--- src/hdl/apts_pkg.sv ---
// ----------------------------------------------------------------------------
// apts_pkg
// Shared types and codes of the aging priority ticket scheduler.
// ----------------------------------------------------------------------------
package apts_pkg;

   localparam int CSR_INDEX_BITS = 2;
   localparam logic [CSR_INDEX_BITS-1:0] CSR_TIMEOUT_LIMIT = 2'd0;
   localparam logic [CSR_INDEX_BITS-1:0] CSR_CLASS_BONUS   = 2'd1;

   localparam logic [15:0] TIMEOUT_LIMIT_RESET = 16'd30;
   localparam logic [15:0] CLASS_BONUS_RESET   = 16'd100;

   typedef enum logic [2:0] {
      REQ_TICK    = 3'd0,
      REQ_TAKE    = 3'd1,
      REQ_CALL    = 3'd2,
      REQ_CANCEL  = 3'd3,
      REQ_UPGRADE = 3'd4,
      REQ_QUERY   = 3'd5
   } req_code_type;

   typedef enum logic [1:0] {
      ST_WAIT    = 2'd0,
      ST_SERVE   = 2'd1,
      ST_TIMEOUT = 2'd2,
      ST_CANCEL  = 2'd3
   } status_type;

   typedef struct packed {
      logic [2:0]  req_type;
      logic        customer_class;
      logic [15:0] ticket_number;
      logic [3:0]  window_index;
   } req_item_type;

   typedef struct packed {
      logic        ok;
      logic        out_class;
      logic [15:0] out_number;
      logic [6:0]  queue_position;
      logic [6:0]  waiting_total;
      logic [3:0]  free_windows;
   } rsp_type;

   // One table entry without its take time.
   typedef struct packed {
      logic        cls;
      logic [15:0] number;
      status_type  status;
      logic [3:0]  window;
   } entry_type;

endpackage

--- src/hdl/apts_ram.sv ---
// ----------------------------------------------------------------------------
// apts_ram
// Simple dual-port RAM: one write port, one read port with registered data.
// ----------------------------------------------------------------------------
module apts_ram #(
   parameter int WIDTH = 8,
   parameter int DEPTH = 64
) (
   input  logic                     clock,
   input  logic                     wr_en,
   input  logic [$clog2(DEPTH)-1:0] wr_addr,
   input  logic [WIDTH-1:0]         wr_data,
   input  logic [$clog2(DEPTH)-1:0] rd_addr,
   output logic [WIDTH-1:0]         rd_data
);

   logic [WIDTH-1:0] mem [DEPTH];

   always_ff @(posedge clock) begin
      if (wr_en) begin
         mem[wr_addr] <= wr_data;
      end
      rd_data <= mem[rd_addr];
   end

endmodule

--- src/hdl/aging_priority_ticket_scheduler_unit.sv ---
// ----------------------------------------------------------------------------
// aging_priority_ticket_scheduler_unit
// Ticket table with aging priority, timeouts and per-class numbering.
// ----------------------------------------------------------------------------
// A request is taken when start is high and busy is low; exactly one result
// follows on rsp_item, marked by rsp_valid for one cycle, and it cannot be
// held off. Tick and unknown requests go from IDLE straight to REPLY, which
// registers the result. Take, call, cancel, upgrade and query walk the filled
// part of the ticket RAM one entry per cycle through its single read port,
// then pass through COMMIT and REPLY; a take on a full table and a call to a
// window out of range skip the walk and go straight to REPLY. A new request
// can be accepted in the cycle its predecessor's result is on the ports.
// Configuration writes are always ready and should be issued only while the
// block is idle.
module aging_priority_ticket_scheduler_unit #(
   parameter int QUEUE_DEPTH  = 64,
   parameter int WINDOW_COUNT = 8,
   parameter int TIME_BITS    = 16
) (
   input  logic                                  clock,
   input  logic                                  reset,
   input  logic                                  start,
   output logic                                  busy,
   input  apts_pkg::req_item_type                req_item,
   output logic                                  rsp_valid,
   output apts_pkg::rsp_type                     rsp_item,
   input  logic                                  csr_valid,
   output logic                                  csr_ready,
   input  logic [apts_pkg::CSR_INDEX_BITS-1:0]   csr_index,
   input  logic [15:0]                           csr_data
);

   localparam int AW  = $clog2(QUEUE_DEPTH);
   localparam int CNT = $clog2(QUEUE_DEPTH + 1);
   localparam int EB  = $bits(apts_pkg::entry_type);
   localparam int RW  = EB + TIME_BITS;
   localparam int CW  = (TIME_BITS > 16) ? TIME_BITS : 16;
   localparam int PW  = CW + 1;
   localparam int WB  = (WINDOW_COUNT > 1) ? $clog2(WINDOW_COUNT) : 1;
   localparam int FW  = $clog2(WINDOW_COUNT + 1);

   typedef enum logic [1:0] {IDLE, SCAN, COMMIT, REPLY} state_type;

   state_type                 state_ff;
   apts_pkg::req_item_type    req_ff;
   logic [15:0]               limit_ff, bonus_ff;
   logic [CNT-1:0]            fill_ff, wait_cnt_ff, rd_cnt_ff, rank_ff;
   logic [15:0]               next_normal_ff, next_premium_ff;
   logic [TIME_BITS-1:0]      minute_ff;
   logic [WINDOW_COUNT-1:0]   win_busy_ff;
   logic [FW-1:0]             free_ff;
   logic                      p_valid_ff;
   logic [AW-1:0]             p_idx_ff;
   logic                      found_ff;
   logic [AW-1:0]             best_idx_ff;
   logic [PW-1:0]             best_pri_ff;
   logic [RW-1:0]             best_word_ff;
   logic [CNT-1:0]            pos_ff;
   logic                      rsp_valid_ff;
   apts_pkg::rsp_type         rsp_ff;
   logic                      res_ok_ff, res_cls_ff;
   logic [15:0]               res_num_ff;

   logic                      ram_we;
   logic [AW-1:0]             ram_waddr;
   logic [RW-1:0]             ram_wdata, ram_rdata;
   logic                      issue;
   apts_pkg::entry_type       ent, ent_mod, best_ent;
   logic [TIME_BITS-1:0]      ent_time, wait_v;
   logic                      is_wait, expired, key_match;
   logic [PW-1:0]             pri;
   logic [WB-1:0]             win_sel;
   apts_pkg::rsp_type         rsp_ff_in;

   assign busy      = (state_ff != IDLE);
   assign csr_ready = 1'b1;
   assign rsp_valid = rsp_valid_ff;
   assign rsp_item  = rsp_ff;

   assign issue   = (state_ff == SCAN) && (rd_cnt_ff < fill_ff);
   assign ent     = apts_pkg::entry_type'(ram_rdata[EB-1:0]);
   assign ent_time = ram_rdata[RW-1:EB];
   assign wait_v  = TIME_BITS'(minute_ff - ent_time);
   assign is_wait = (ent.status == apts_pkg::ST_WAIT);
   assign expired = is_wait && (CW'(wait_v) > CW'(limit_ff));
   assign pri     = PW'(wait_v) + (ent.cls ? PW'(bonus_ff) : PW'(0));
   assign key_match = (ent.number == req_ff.ticket_number);
   assign win_sel = WB'(req_ff.window_index);
   assign best_ent = apts_pkg::entry_type'(best_word_ff[EB-1:0]);

   // Write port: timeout/cancel/upgrade during the walk, new or served entry at commit.
   always_comb begin
      ram_we    = 1'b0;
      ram_waddr = p_idx_ff;
      ent_mod   = ent;
      ram_wdata = {ent_time, ent_mod};
      if (state_ff == SCAN && p_valid_ff) begin
         case (req_ff.req_type)
            apts_pkg::REQ_TAKE, apts_pkg::REQ_CALL: begin
               if (expired) begin
                  ram_we = 1'b1;
                  ent_mod.status = apts_pkg::ST_TIMEOUT;
               end
            end
            apts_pkg::REQ_CANCEL: begin
               if (!found_ff && key_match && is_wait && ent.cls == req_ff.customer_class) begin
                  ram_we = 1'b1;
                  ent_mod.status = apts_pkg::ST_CANCEL;
               end
            end
            apts_pkg::REQ_UPGRADE: begin
               if (!found_ff && key_match && is_wait && !ent.cls) begin
                  ram_we = 1'b1;
                  ent_mod.cls = 1'b1;
               end
            end
            default: ;
         endcase
         ram_wdata = {ent_time, ent_mod};
      end else if (state_ff == COMMIT) begin
         if (req_ff.req_type == apts_pkg::REQ_TAKE) begin
            ram_we    = 1'b1;
            ram_waddr = fill_ff[AW-1:0];
            ent_mod.cls    = req_ff.customer_class;
            ent_mod.number = req_ff.customer_class ? next_premium_ff : next_normal_ff;
            ent_mod.status = apts_pkg::ST_WAIT;
            ent_mod.window = 4'd0;
            ram_wdata = {minute_ff, ent_mod};
         end else if (req_ff.req_type == apts_pkg::REQ_CALL && found_ff) begin
            ram_we    = 1'b1;
            ram_waddr = best_idx_ff;
            ent_mod   = best_ent;
            ent_mod.status = apts_pkg::ST_SERVE;
            ent_mod.window = req_ff.window_index;
            ram_wdata = {best_word_ff[RW-1:EB], ent_mod};
         end
      end
   end

   always_comb begin
      rsp_ff_in = '0;
      rsp_ff_in.ok             = res_ok_ff;
      rsp_ff_in.out_class      = res_cls_ff;
      rsp_ff_in.out_number     = res_num_ff;
      rsp_ff_in.queue_position = 7'(pos_ff);
      rsp_ff_in.waiting_total  = 7'(wait_cnt_ff);
      rsp_ff_in.free_windows   = 4'(free_ff);
   end

   apts_ram #(.WIDTH(RW), .DEPTH(QUEUE_DEPTH)) u_ram (
      .clock   (clock),
      .wr_en   (ram_we),
      .wr_addr (ram_waddr),
      .wr_data (ram_wdata),
      .rd_addr (rd_cnt_ff[AW-1:0]),
      .rd_data (ram_rdata)
   );

   always_ff @(posedge clock) begin
      if (reset) begin
         state_ff        <= IDLE;
         limit_ff        <= apts_pkg::TIMEOUT_LIMIT_RESET;
         bonus_ff        <= apts_pkg::CLASS_BONUS_RESET;
         fill_ff         <= '0;
         wait_cnt_ff     <= '0;
         next_normal_ff  <= 16'd1;
         next_premium_ff <= 16'd1;
         minute_ff       <= '0;
         win_busy_ff     <= '0;
         free_ff         <= FW'(WINDOW_COUNT);
         p_valid_ff      <= 1'b0;
         rsp_valid_ff    <= 1'b0;
         rd_cnt_ff       <= '0;
         found_ff        <= 1'b0;
      end else begin
         rsp_valid_ff <= 1'b0;
         if (csr_valid && csr_ready) begin
            if (csr_index == apts_pkg::CSR_TIMEOUT_LIMIT) limit_ff <= csr_data;
            if (csr_index == apts_pkg::CSR_CLASS_BONUS)   bonus_ff <= csr_data;
         end
         case (state_ff)
            IDLE: begin
               if (start) begin
                  req_ff     <= req_item;
                  rd_cnt_ff  <= '0;
                  p_valid_ff <= 1'b0;
                  found_ff   <= 1'b0;
                  rank_ff    <= '0;
                  pos_ff     <= '0;
                  res_ok_ff  <= 1'b0;
                  res_cls_ff <= 1'b0;
                  res_num_ff <= '0;
                  state_ff   <= REPLY;
                  case (req_item.req_type)
                     apts_pkg::REQ_TICK: begin
                        minute_ff <= minute_ff + 1'b1;
                        res_ok_ff <= 1'b1;
                     end
                     apts_pkg::REQ_TAKE: begin
                        if (fill_ff < CNT'(QUEUE_DEPTH)) state_ff <= SCAN;
                     end
                     apts_pkg::REQ_CALL: begin
                        if ({28'd0, req_item.window_index} < 32'(WINDOW_COUNT))
                           state_ff <= SCAN;
                     end
                     apts_pkg::REQ_CANCEL, apts_pkg::REQ_UPGRADE,
                     apts_pkg::REQ_QUERY: state_ff <= SCAN;
                     default: ;
                  endcase
               end
            end
            SCAN: begin
               // Advance the read address; the data stage follows in the next cycle.
               if (issue) rd_cnt_ff <= rd_cnt_ff + 1'b1;
               p_valid_ff <= issue;
               p_idx_ff   <= rd_cnt_ff[AW-1:0];
               if (p_valid_ff) begin
                  case (req_ff.req_type)
                     apts_pkg::REQ_TAKE, apts_pkg::REQ_CALL: begin
                        if (expired) begin
                           wait_cnt_ff <= wait_cnt_ff - 1'b1;
                        end else if (req_ff.req_type == apts_pkg::REQ_CALL && is_wait &&
                                     (!found_ff || pri > best_pri_ff)) begin
                           found_ff     <= 1'b1;
                           best_idx_ff  <= p_idx_ff;
                           best_pri_ff  <= pri;
                           best_word_ff <= ram_rdata;
                        end
                     end
                     apts_pkg::REQ_CANCEL: begin
                        if (ram_we) begin
                           found_ff    <= 1'b1;
                           wait_cnt_ff <= wait_cnt_ff - 1'b1;
                        end
                     end
                     apts_pkg::REQ_UPGRADE: begin
                        if (ram_we) found_ff <= 1'b1;
                     end
                     apts_pkg::REQ_QUERY: begin
                        if (!found_ff) begin
                           if (is_wait) rank_ff <= rank_ff + 1'b1;
                           if (key_match && ent.cls == req_ff.customer_class) begin
                              found_ff <= 1'b1;
                              pos_ff   <= is_wait ? rank_ff + 1'b1 : '0;
                           end
                        end
                     end
                     default: ;
                  endcase
               end
               if (!issue && !p_valid_ff) state_ff <= COMMIT;
            end
            COMMIT: begin
               state_ff <= REPLY;
               case (req_ff.req_type)
                  apts_pkg::REQ_TAKE: begin
                     fill_ff     <= fill_ff + 1'b1;
                     wait_cnt_ff <= wait_cnt_ff + 1'b1;
                     res_ok_ff   <= 1'b1;
                     res_cls_ff  <= req_ff.customer_class;
                     if (req_ff.customer_class) begin
                        res_num_ff      <= next_premium_ff;
                        next_premium_ff <= next_premium_ff + 1'b1;
                     end else begin
                        res_num_ff     <= next_normal_ff;
                        next_normal_ff <= next_normal_ff + 1'b1;
                     end
                  end
                  apts_pkg::REQ_CALL: begin
                     // Serve the winner: drop it from the waiting count, mark its window.
                     if (found_ff) begin
                        wait_cnt_ff          <= wait_cnt_ff - 1'b1;
                        win_busy_ff[win_sel] <= 1'b1;
                        if (!win_busy_ff[win_sel]) free_ff <= free_ff - 1'b1;
                        res_ok_ff  <= 1'b1;
                        res_cls_ff <= best_ent.cls;
                        res_num_ff <= best_ent.number;
                     end
                  end
                  default: res_ok_ff <= found_ff;
               endcase
            end
            REPLY: begin
               state_ff     <= IDLE;
               rsp_valid_ff <= 1'b1;
               rsp_ff       <= rsp_ff_in;
            end
            default: state_ff <= IDLE;
         endcase
      end
   end

   assert property (@(posedge clock) disable iff (reset) rsp_valid |=> !rsp_valid)
      else $error("result strobe longer than one cycle");
   assert property (@(posedge clock) disable iff (reset) wait_cnt_ff <= fill_ff)
      else $error("waiting count exceeds filled entries");
   assert property (@(posedge clock) disable iff (reset) fill_ff <= CNT'(QUEUE_DEPTH))
      else $error("fill count beyond table depth");
   assert property (@(posedge clock) disable iff (reset) (start && !busy) |=> busy)
      else $error("accepted request did not raise busy");

endmodule

--- config.mk ---
export PLATFORM = sky130hd
export DESIGN_NAME = aging_priority_ticket_scheduler_unit
export DESIGN_NICKNAME = d
export VERILOG_FILES = /design/src/hdl/apts_pkg.sv /design/src/hdl/apts_ram.sv /design/src/hdl/aging_priority_ticket_scheduler_unit.sv
export SDC_FILE = /design/constraint.sdc
export NUM_CORES = 2
export LEC_CHECK = 0
export CAP_MARGIN = 20
export CORE_MARGIN = 2
export CORE_UTILIZATION = 44
export DETAILED_ROUTE_END_ITERATION = 10
export DONT_BUFFER_PORTS = 1
export GPL_TIMING_DRIVEN = 0
export HOLD_SLACK_MARGIN = 0.05
export SETUP_SLACK_MARGIN = 0.5
export SKIP_CTS_REPAIR_TIMING = 1
export SLEW_MARGIN = 20
export SYNTH_ARGS = -nofsm -noshare
export SYNTH_HDL_FRONTEND = slang
export SYNTH_HIERARCHICAL = 1
export SYNTH_SLANG_ARGS = --single-unit
--- constraint.sdc ---
create_clock -name clock -period 12.8 [get_ports clock]
set_clock_uncertainty 0.05 [all_clocks]
set_input_delay 3.84 -clock clock [delete_from_list [all_inputs] [get_ports clock]]
set_output_delay 3.84 -clock clock [all_outputs]
set_load 0.01 [all_outputs]
==> metrics.md <==
| Metric | Value |
|---|---|
| Vias | 54750 |
| Synth-to-Final Area Change | 17.64% |
| CP arrival | 8170 ps |
| Number of buffers created by CTS | 274 |
| CTS Buffer Depth | 4 |
| Commonest non-fill, non-tap cells in the layout | 2393 x edfxtp_1, 532 x mux4_2, 285 x clkbuf_16, 209 x clkbuf_1, 191 x nand2_1 |
| PwrDens | 174.8 nW/um^2 |
| # clock sinks | 2546 |
| RePlAce Congestion | 0.9277 |
| H-tree Lvls | 5 |
| Net Count, Synth | 5309 |
| Placed inst area | 109600 sq um |
| Setup crit end kind | register |
| Status | finished, final reports clean |
| Nets | 5829 |
| Max VDD drop | 129.1 uV |
| Crit path required time | 13370 ps |
| Fmax | 131.6 MHz |
| CTS root buf | clkbuf_16 |
| Actual slew at the worst max-slew pin | 1339 ps |
| Cells on worst reg2reg path | 26 |
| Final count of negative-setup-slack endpoints | 0 |
| Maxcap violations | 0 |
| Starting density of the core | 0.4415 |
| Post-route design area | 117800 sq um |
| Pin count of the biggest net entering global routing | 37 |
| Fin cells | 8903 |
| Mapped cell area | 100200 sq um |
| Min-Delay Path Class | register to register |
| Leak | 0.03665 uW |
| Die area | 231500 sq um |
| CP startpoint kind | register |
| Slew HR | 0.09878 |
| GRT Total Usage | 0.2513 |
| Most common cell after layout, fill and taps aside | edfxtp_1 |
| Grt ovf | 0 |
| Vias per cell | 6.149 |
| Wire length per cell | 32.88 um |
| Detailed Routing Iterations Pass 1 | 5 |
| Yosys warning count | 6 |
| I/O pin count | 85 |
| Worst-path clk slew | 60 ps |
| Inst Count DP | 8434 |
| Final min period | 7598 ps |
| CTS tree | done |
| FP Rows | 175 |
| # DRC | 0 |
| Vias in the first global route | 53070 |
| First-pass GRT wire length | 407.7 mm |
| Post-DRT Antenna Nets | 0 |
| RSZ-0062 raised after global routing | no |
| Share of layout cells above drive strength 1 | 0.2494 |
| Hold Path Stages | 0 |
| 1st-iter DRT viols | 6935 |
| Die Y | 481.1 um |
| Port bufs | 0 |
| Initial antenna violation count | 20 |
| Mapped Avg Cell Area | 19.33 sq um |
| WL final | 292.7 mm |
| Period utilization | 0.5936 |
| WS Path Type | register to register |
| Final setup TNS | 0 ps |
| Core area | 226800 sq um |
| DP Wirelength | 209.2 mm |
| Die width | 481.1 um |
| Max-slew violations | 0 |
| Final Hold Viols | 0 |
| Post-Synthesis Cells | 5181 |
| Clk_lat worst skew | 930 ps |
| Crit-path max FO | 19 |
routing by layer:
metal | global-route usage | part of all wire
met1 | 0.3483 | 0.39
met4 | 0.09593 | 0.041
met3 | 0.05054 | 0.095
met5 | 0 | 0.00019
met2 | 0.3939 | 0.47
critical path, stage by stage (launching register included):
cell and delay [ps]:
dfxtp_1 450, ha_1 240, fa_1 230, nor2b_1 70, o2111ai_1 310, nand3_1 210
a21boi_0 330, nor2_1 110, o21ai_0 140, nor2b_1 320, o21bai_1 100, a21oi_1 170
xnor2_1 140, ha_1 300, and4_1 240, nand4_1 130, mux2_4 290, o311a_4 370
a211oi_4 420, nor2_1 120, o31ai_2 230, buf_4 250, nand2_1 150, or3_1 390
clkbuf_1 440, nor2_4 790, buf_12 280
report_power, final:
group          internal [uW]  total (uW)  switching, uW
combinational           1310        3380           2070
clock                   4300        7430           3120
sequential              9700        9780           84.9
total                  15300       20600           5280
registers in the layout, summed over array words and instances (netlist names), 7 cells and up:
| register | cells |
|---|---|
| best_pri_ff | 17 |
| best_word_ff | 33 |
| bonus_ff | 16 |
| fill_ff | 7 |
| limit_ff | 16 |
| minute_ff | 16 |
| next_normal_ff | 16 |
| next_premium_ff | 16 |
| pos_ff | 7 |
| rank_ff | 7 |
| rd_cnt_ff | 7 |
| req_ff | 23 |
| res_num_ff | 16 |
| rsp_item | 36 |
| u_ram/mem | 2240 |
| u_ram/rd_data | 35 |
| wait_cnt_ff | 7 |
| win_busy_ff | 8 |
final timing paths:
path | slack [ps] | end | startpoint
max | 5200 | u_ram/mem[35][31]$_DFFE_PP_ | u_ram/rd_data[23]$_DFF_P_
min | 360 | rsp_item[13]$_DFFE_PP_ | pos_ff[2]$_SDFFCE_PN0P_
max reg2reg | 5200 | u_ram/mem[35][31]$_DFFE_PP_ | u_ram/rd_data[23]$_DFF_P_
min reg2reg | 360 | rsp_item[13]$_DFFE_PP_ | pos_ff[2]$_SDFFCE_PN0P_
stage by stage:
step           power (uW)  hold slack [ps]  setup WS [ps]    util
2_1_floorplan       11840            350.3           1960       -
3_3_place_gp        12990            351.3          -2819  0.4581
3_5_place_dp        13330            354.5           5257  0.4830
4_1_cts             20690            370.2           5263  0.5192
5_1_grt             21200            380.7           4871  0.5193
6_report            20590            361.8           5202  0.5194
layout make-up:
class	instances	area (sq um)
Antenna cell	7	17.52
Multi-Input combinational cell	2253	24250
Tap cell	3009	3765
Sequential cell	2546	74920
Clock inverter	97	729.5
Buffer	298	1600
Timing Repair Buffer	244	4735
Fill cell	17890	109000
Clock buffer	365	7482
Inverter	84	315.3
Power figures use the tool's default switching activity.
